`config.mk`:
```
export PLATFORM = sky130hd
export DESIGN_NAME = motor_speed_ramp_reversal
export DESIGN_NICKNAME = d
export VERILOG_FILES = /design/src/hdl/msr_pkg.sv /design/src/hdl/motor_speed_ramp_reversal.sv /design/src/hdl/msr_cfg.sv /design/src/hdl/msr_ramp.sv /design/src/hdl/msr_out.sv
export SDC_FILE = /design/constraint.sdc
export NUM_CORES = 1
export LEC_CHECK = 0
export BUFFER_PORTS_ARGS = -buffer_cell sky130_fd_sc_hd__buf_2
export CELL_PAD_IN_SITES_DETAIL_PLACEMENT = 1
export CELL_PAD_IN_SITES_GLOBAL_PLACEMENT = 1
export CORE_MARGIN = 3
export CORE_UTILIZATION = 48
export DETAILED_ROUTE_END_ITERATION = 10
export PLACE_DENSITY = 0.89
export SLEW_MARGIN = 15
export SYNTH_ARGS = -nofsm -noshare
export SYNTH_HDL_FRONTEND = slang
export SYNTH_SLANG_ARGS = --single-unit
```
`constraint.sdc`:
```
create_clock -name clk -period 21.6 [get_ports clk]
set_input_delay 0 -clock clk [delete_from_list [all_inputs] [get_ports clk]]
set_output_delay 0 -clock clk [all_outputs]
set_load 0.005 [all_outputs]
```
`src/hdl/msr_pkg.sv`:
```
// Shared types and constants for the motor speed ramp with reversal.
package msr_pkg;

	localparam int SPEED_W = 8;
	localparam int TICK_W  = 16;
	localparam int PWM_W   = 16;
	localparam int DATA_W  = 32;
	localparam int ADDR_W  = 3;

	localparam logic [TICK_W-1:0] TICKS_RESET = 16'd12;

	typedef enum logic [1:0] {
		OP_TICK = 2'd0,
		OP_FWD  = 2'd1,
		OP_BWD  = 2'd2,
		OP_STOP = 2'd3
	} op_t;

	typedef enum logic {
		REG_TICKS_PER_STEP = 1'b0
	} reg_idx_t;

	typedef struct packed {
		op_t                op;
		logic [SPEED_W-1:0] target;
	} item_t;

	typedef struct packed {
		logic [PWM_W-1:0]   pwm;
		logic               fwd;
		logic               bwd;
		logic [SPEED_W-1:0] speed;
		logic               ramping;
	} result_t;

endpackage

```
`src/hdl/motor_speed_ramp_reversal.sv`:
```
// Top level of the soft-start motor speed ramp with direction reversal.
// Usage:
//   Item channel: item_valid, item_stall, opcode, target_speed. A beat is
//   taken at a rising edge with item_valid high and item_stall low.
//   Opcodes: tick, forward, backward, stop.
//   Result channel: result_valid, result_stall, pwm_level, forward_drive,
//   backward_drive, speed_now, ramping. Every item yields exactly one beat.
//   Path: a taken item enters the input register, then the result register.
//   Throughput: one item per cycle unless result_stall holds it; the ramp
//   state updates as an item moves from the input to the result register.
//   Receiver stall: the result register holds; the input register holds
//   its item and item_stall rises until the result register frees up.
//   Reset: speed, goal, pins and tick counter clear, direction is forward,
//   both stages empty, ticks_per_step returns to 12.
//   APB register at byte address 0: ticks_per_step (16 bits, 0 acts as 1).
//   Write it only while no item is in flight.
module motor_speed_ramp_reversal (
	input  logic                          clk,
	input  logic                          arst_n,
	input  logic                          psel,
	input  logic                          penable,
	input  logic                          pwrite,
	input  logic [msr_pkg::ADDR_W-1:0]    paddr,
	input  logic [msr_pkg::DATA_W-1:0]    pwdata,
	output logic [msr_pkg::DATA_W-1:0]    prdata,
	output logic                          pready,
	input  logic                          item_valid,
	output logic                          item_stall,
	input  logic [1:0]                    opcode,
	input  logic [msr_pkg::SPEED_W-1:0]   target_speed,
	output logic                          result_valid,
	input  logic                          result_stall,
	output logic [msr_pkg::PWM_W-1:0]     pwm_level,
	output logic                          forward_drive,
	output logic                          backward_drive,
	output logic [msr_pkg::SPEED_W-1:0]   speed_now,
	output logic                          ramping
);

	logic [msr_pkg::TICK_W-1:0] ticks_per_step;
	logic                       valid_s1;
	msr_pkg::item_t             item_s1;
	logic                       free;
	logic                       advance;
	msr_pkg::result_t           result_d;
	msr_pkg::result_t           result_q;

	assign advance    = valid_s1 && free;
	assign item_stall = valid_s1 && !free;

	always_ff @(posedge clk or negedge arst_n) begin
		if (!arst_n) begin
			valid_s1 <= 1'b0;
		end else if (!item_stall) begin
			valid_s1 <= item_valid;
		end
	end

	always_ff @(posedge clk) begin
		if (!item_stall && item_valid) begin
			item_s1.op     <= msr_pkg::op_t'(opcode);
			item_s1.target <= target_speed;
		end
	end

	msr_cfg u_cfg (
		.clk            (clk),
		.arst_n         (arst_n),
		.psel           (psel),
		.penable        (penable),
		.pwrite         (pwrite),
		.paddr          (paddr),
		.pwdata         (pwdata),
		.prdata         (prdata),
		.pready         (pready),
		.ticks_per_step (ticks_per_step)
	);

	msr_ramp u_ramp (
		.clk            (clk),
		.arst_n         (arst_n),
		.ticks_per_step (ticks_per_step),
		.advance        (advance),
		.item           (item_s1),
		.result         (result_d)
	);

	msr_out u_out (
		.clk          (clk),
		.arst_n       (arst_n),
		.load         (valid_s1),
		.result_d     (result_d),
		.result_stall (result_stall),
		.free         (free),
		.result_valid (result_valid),
		.result_q     (result_q)
	);

	assign pwm_level      = result_q.pwm;
	assign forward_drive  = result_q.fwd;
	assign backward_drive = result_q.bwd;
	assign speed_now      = result_q.speed;
	assign ramping        = result_q.ramping;

endmodule

```
`src/hdl/msr_cfg.sv`:
```
// Configuration register file: step length in ticks.
module msr_cfg (
	input  logic                         clk,
	input  logic                         arst_n,
	input  logic                         psel,
	input  logic                         penable,
	input  logic                         pwrite,
	input  logic [msr_pkg::ADDR_W-1:0]   paddr,
	input  logic [msr_pkg::DATA_W-1:0]   pwdata,
	output logic [msr_pkg::DATA_W-1:0]   prdata,
	output logic                         pready,
	output logic [msr_pkg::TICK_W-1:0]   ticks_per_step
);

	logic [msr_pkg::TICK_W-1:0] ticks_q;
	msr_pkg::reg_idx_t          idx;
	logic                       wr_en;

	assign idx   = msr_pkg::reg_idx_t'(paddr[msr_pkg::ADDR_W-1]);
	assign wr_en = psel && penable && pwrite;

	always_ff @(posedge clk or negedge arst_n) begin
		if (!arst_n) begin
			ticks_q <= msr_pkg::TICKS_RESET;
		end else if (wr_en && idx == msr_pkg::REG_TICKS_PER_STEP) begin
			ticks_q <= pwdata[msr_pkg::TICK_W-1:0];
		end
	end

	always_comb begin
		prdata = '0;
		case (idx)
			msr_pkg::REG_TICKS_PER_STEP: prdata[msr_pkg::TICK_W-1:0] = ticks_q;
			default:                     prdata = '0;
		endcase
	end

	assign pready         = 1'b1;
	assign ticks_per_step = ticks_q;

endmodule

```
`src/hdl/msr_ramp.sv`:
```
// Ramp state and its combinational update for one item.
module msr_ramp (
	input  logic                        clk,
	input  logic                        arst_n,
	input  logic [msr_pkg::TICK_W-1:0]  ticks_per_step,
	input  logic                        advance,
	input  msr_pkg::item_t              item,
	output msr_pkg::result_t            result
);

	localparam int SW = msr_pkg::SPEED_W;
	localparam int TW = msr_pkg::TICK_W;

	logic [SW-1:0] speed_q, goal_q;
	logic          dir_bwd_q, rev_q, pin_fwd_q, pin_bwd_q;
	logic [TW-1:0] tick_q;

	logic [SW-1:0] speed_d, goal_d;
	logic          dir_bwd_d, rev_d, pin_fwd_d, pin_bwd_d;
	logic [TW-1:0] tick_d;

	logic [SW-1:0] base_speed;
	logic          base_rev;
	logic          do_step;
	logic [SW-1:0] step_speed;
	logic          step_rev;

	logic          moving;
	logic [TW-1:0] limit;
	logic [TW-1:0] tick_inc;
	logic          want_bwd;
	logic          cmd_rev;

	assign moving   = rev_q || (speed_q != goal_q);
	assign limit    = (ticks_per_step == '0) ? TW'(1) : ticks_per_step;
	assign tick_inc = tick_q + TW'(1);
	assign want_bwd = (item.op == msr_pkg::OP_BWD);
	assign cmd_rev  = (speed_q != '0) && ((want_bwd != dir_bwd_q) || rev_q);

	always_comb begin
		step_speed = base_speed;
		step_rev   = base_rev;
		if (base_rev) begin
			if (base_speed != '0) begin
				step_speed = base_speed - SW'(1);
			end
			if (step_speed == '0) begin
				step_rev = 1'b0;
			end
		end else if (base_speed < goal_d) begin
			step_speed = base_speed + SW'(1);
		end else if (base_speed > goal_d) begin
			step_speed = base_speed - SW'(1);
		end
	end

	always_comb begin
		base_speed = speed_q;
		base_rev   = rev_q;
		do_step    = 1'b0;
		goal_d     = goal_q;
		dir_bwd_d  = dir_bwd_q;
		pin_fwd_d  = pin_fwd_q;
		pin_bwd_d  = pin_bwd_q;
		tick_d     = tick_q;
		case (item.op)
			msr_pkg::OP_TICK: begin
				if (moving) begin
					if (tick_inc >= limit) begin
						tick_d  = '0;
						do_step = 1'b1;
					end else begin
						tick_d = tick_inc;
					end
				end else begin
					tick_d = '0;
				end
			end
			msr_pkg::OP_FWD, msr_pkg::OP_BWD: begin
				pin_fwd_d = !want_bwd;
				pin_bwd_d = want_bwd;
				base_rev  = cmd_rev;
				dir_bwd_d = want_bwd;
				goal_d    = item.target;
				tick_d    = '0;
				do_step   = cmd_rev || (speed_q != item.target);
			end
			msr_pkg::OP_STOP: begin
				base_speed = '0;
				base_rev   = 1'b0;
				goal_d     = '0;
				dir_bwd_d  = 1'b0;
				pin_fwd_d  = 1'b0;
				pin_bwd_d  = 1'b0;
				tick_d     = '0;
			end
			default: begin
				tick_d = tick_q;
			end
		endcase
		speed_d = do_step ? step_speed : base_speed;
		rev_d   = do_step ? step_rev : base_rev;
	end

	always_ff @(posedge clk or negedge arst_n) begin
		if (!arst_n) begin
			speed_q   <= '0;
			goal_q    <= '0;
			dir_bwd_q <= 1'b0;
			rev_q     <= 1'b0;
			pin_fwd_q <= 1'b0;
			pin_bwd_q <= 1'b0;
			tick_q    <= '0;
		end else if (advance) begin
			speed_q   <= speed_d;
			goal_q    <= goal_d;
			dir_bwd_q <= dir_bwd_d;
			rev_q     <= rev_d;
			pin_fwd_q <= pin_fwd_d;
			pin_bwd_q <= pin_bwd_d;
			tick_q    <= tick_d;
		end
	end

	always_comb begin
		result.pwm     = msr_pkg::PWM_W'(speed_d) * msr_pkg::PWM_W'(speed_d);
		result.fwd     = pin_fwd_d;
		result.bwd     = pin_bwd_d;
		result.speed   = speed_d;
		result.ramping = rev_d || (speed_d != goal_d);
	end

endmodule

```
`src/hdl/msr_out.sv`:
```
// Result register with valid and stall toward the receiver.
module msr_out (
	input  logic             clk,
	input  logic             arst_n,
	input  logic             load,
	input  msr_pkg::result_t result_d,
	input  logic             result_stall,
	output logic             free,
	output logic             result_valid,
	output msr_pkg::result_t result_q
);

	logic             valid_s2;
	msr_pkg::result_t data_s2;

	assign free = !valid_s2 || !result_stall;

	always_ff @(posedge clk or negedge arst_n) begin
		if (!arst_n) begin
			valid_s2 <= 1'b0;
		end else if (free) begin
			valid_s2 <= load;
		end
	end

	always_ff @(posedge clk) begin
		if (free && load) begin
			data_s2 <= result_d;
		end
	end

	assign result_valid = valid_s2;
	assign result_q     = data_s2;

endmodule

```
==> impl_metrics.toml <==
[floorplanning]
die_h_um = 130
die_x_um = 130
core_sq_um = 14800
initial_core_util_pct = 50.1
die-area_sq_um = 17000
rows = 44
ioPinCount = 114

[logic_synthesis]
synth_top_area_cell = "dfrtp_1"
synth-simple-area-share_pct = 16.6
synth_top_family_by_area = "adder cells"
synth_edf_count = 35
synth-main-ff-cell = "dfrtp_1"
yosys.cell_count.top_type = "inv_1"
muxShareOfSynthArea_pct = 3.73
yosysSeqAreaShare_pct = 32.4
synth-compound-area-share_pct = 14.6
synth_warnings = 0
syn_area_sq_um = 7420
synthCells = 809
synth_area_leaders = "dfrtp_1, edfxtp_1, ha_1"
yosysUniqueCellTypes = 76
synth-adder-area-share_pct = 17.2
yosysTopAreaCellShare_pct = 17.5
synth-seq-cells = 89
avgSynthCellArea_sq_um = 9.17
async_flop_share_pct = 60.7
synthXorXnorAreaFrac_pct = 6.73
synth.top_cells.by_count = "inv_1, nand2_1, nor2_1, ha_1"

[setup_path]
worst-endpoint-arrival_ns = 9.25
max_stage_delay_ns = 0.95
crit_path_end_kind = "register"
cp-start-kind = "register"
crit_slowest_cell = "o41ai_1"
rr_startpoint = "u_ramp.tick_q[0]$_DFFE_PN0P_"
critical_path_class = "register to register"
path_max_fanout = 11
crit_start = "u_ramp.tick_q[0]$_DFFE_PN0P_"
cp.required_ns = 21.72

[pwr]
p_per_area_nw_per_um2 = 131
p_seq_share_pct = 25.2
power.switching_mw = 0.518
p_leak_nw = 4.12
ir_worst_vdd_mv = 0.0563
p_clk_share_pct = 17.3
swShare_pct = 46.6
finalPower_mw = 1.11
p_int_mw = 0.594
comb_power_share_pct = 57.5

[timing]
relSlewSlack_pct = 26.2
whs_ns = 0.301
fin_crit_sh_pct = 42.2
fin_skew_ns = 0.00980
setup-tns-final_ns = 0
drv_slew = 0
final.min_clock_period_ns = 9.12
fmax_mhz = 110
rsz0062_at_grt = "no"
hold_viol_final = 0
setup_viol = 0
tightest_slew_ns = 1.10
worst_slack_ns = 12.48

[clocking]
clock_latency_ns = 0.37
hold_buffers = 30
clk_path_buf_depth = 2
numClockSinks = 89
root_buffer = "clkbuf_16"
numCtsBuffers = 9
clk_pin_slew_ns = 0.07
cts_tree = "yes"
post_cts_resized = 0
htreeDepth = 3
cts_setup_buffers = 0

[worst_hold_path]
hold_path.class = "input pin to async pin"

[placement]
routabilityCongestion = 0.957
port-buffer-count = 77
place_hpwl_um = 15900
dp_slack_ns = 12.97

[cells_and_area]
fillers = 1715
drive_gt1_share_pct = 15.9
nNetsFinal = 1031
area_growth_pct = 14.1
antennaDiodeCount = 0

[grt]
global_route.usage.met1_pct = 33.7
grt_pass1_wl_um = 38600
grt_pass1_vias = 7039
grt_busiest_layer = "met2"
use_met3_pct = 5.89
grt_max_degree = 55
grt_overflow = 0
grt_antenna_before_repair = 0
grt_util_met2_pct = 51.9
grt_usage_pct = 29.5

[status]
outcome = "completed"

[drt]
dr.pass1.iters = 5
wl_um = 24400
vias_per_cell = 6.07
ant_nets = 0
wl_per_cell_um = 22.6
vias = 6557
route.detailed.drc = 0
drtIter0Drc = 534

[flow_run]
cap_violations = 0
-- final timing paths --
path	end	slack [ns]	cells past startpoint
setup reg to reg	u_out.result_q[25]$_DFFE_PP_	12.48	28
max in group asynchronous	u_cfg.ticks_per_step[4]$_DFFE_PN0P_	20.83	3
setup / recovery	u_out.result_q[25]$_DFFE_PP_	12.48	28
min in group clk	item_s1[2]$_DFFE_PP_	0.35	2
hold / removal	u_ramp.pin_fwd_q$_DFFE_PN0P_	0.30	3
hold reg to reg	u_ramp.pin_bwd_q$_DFFE_PN0P_	0.49	2
-- layer usage --
metal / part of all wire (%) / wire [um] / up-vias
li1: - / - / 2923
met1: 38 / 9200 / 3244
met2: 51 / 12500 / 295
met3: 6.3 / 1530 / 95
met4: 4.7 / 1150 / 0
met5: 0 / 0 / -
-- critical path: cells and delay by family (launching register included) --
kind / cells / cell delay [ns]
adder cells (fa/ha/maj): 6 / 2.65
AND/OR/NAND/NOR: 10 / 2.58
AO/OA/AOI/OAI: 6 / 2.22
XOR/XNOR: 4 / 0.74
flip-flops: 1 / 0.50
buffers and inverters: 2 / 0.14
-- power by group through the flow --
| stage | clock (mW) | combinational, mW | sequential, mW |
|---|---|---|---|
| after floorplan | 0 | 0.458 | 0.250 |
| after global placement | 0 | 0.546 | 0.276 |
| after detailed placement | 0 | 0.601 | 0.279 |
| after CTS | 0.192 | 0.620 | 0.277 |
| after global routing | 0.198 | 0.704 | 0.284 |
| final | 0.192 | 0.639 | 0.280 |
-- kinds of logic (layout without fill, tap and decap cells) --
| kind of cell | count (synthesis) | after routing |
|---|---|---|
| AO/OA/AOI/OAI | 159 | 159 |
| adder cells (fa/ha/maj) | 87 | 87 |
| flip-flops | 89 | 89 |
| AND/OR/NAND/NOR | 249 | 249 |
| XOR/XNOR | 57 | 57 |
| other | 2 | 18 |
| buffers and inverters | 141 | 213 |
| multiplexers | 25 | 25 |
-- cell usage in the layout (no fill, tap or decap), types with 6 or more instances in the layout --
cell type      count
a21oi_1           30
dfrtp_1           52
nor3_1            11
nand2_1           78
conb_1            18
dlygate4sd3_1     30
nor2b_1            8
edfxtp_1          35
a22o_1             7
nand4_1           10
xor2_1            18
ha_1              62
nor2_1            66
inv_1             84
fa_1              25
a21o_1             6
nand2b_1           6
mux2_2            21
nor4_1             7
nand3_1           18
o21ai_0           52
buf_2             77
xnor2_1           39
and3_1            15
clkbuf_16          9
-- through the flow --
stage          std cells  cell area, sq um  util [%]
2_1_floorplan        825              7480         -
3_3_place_gp        1035              7810      52.7
3_5_place_dp        1035              7810      52.7
4_1_cts             1081              8460      57.1
5_1_grt             1081              8460      57.2
6_report            1081              8460      57.2
-- area by class of cell --
cell class	instances	area, sq um	area share, %
Clock inverter	6	113	1.33
Timing Repair Buffer	112	723	8.54
Inverter	85	319	3.77
Clock buffer	10	239	2.82
Multi-Input combinational cell	595	4440	52.4
Tap cell	184	230	2.72
Sequential cell	89	2400	28.4
-- sequential cells by signal, indices dropped and copies added, names as in the netlist --
register,flops
u_ramp.speed_q,8
u_cfg.ticks_per_step,16
u_ramp.dir_bwd_q,1
u_ramp.pin_fwd_q,1
item_s1,10
u_ramp.tick_q,16
u_out.result_valid,1
u_ramp.pin_bwd_q,1
u_ramp.rev_q,1
u_ramp.goal_q,8
valid_s1,1
u_out.result_q,25
Power figures use the tool's default switching activity.
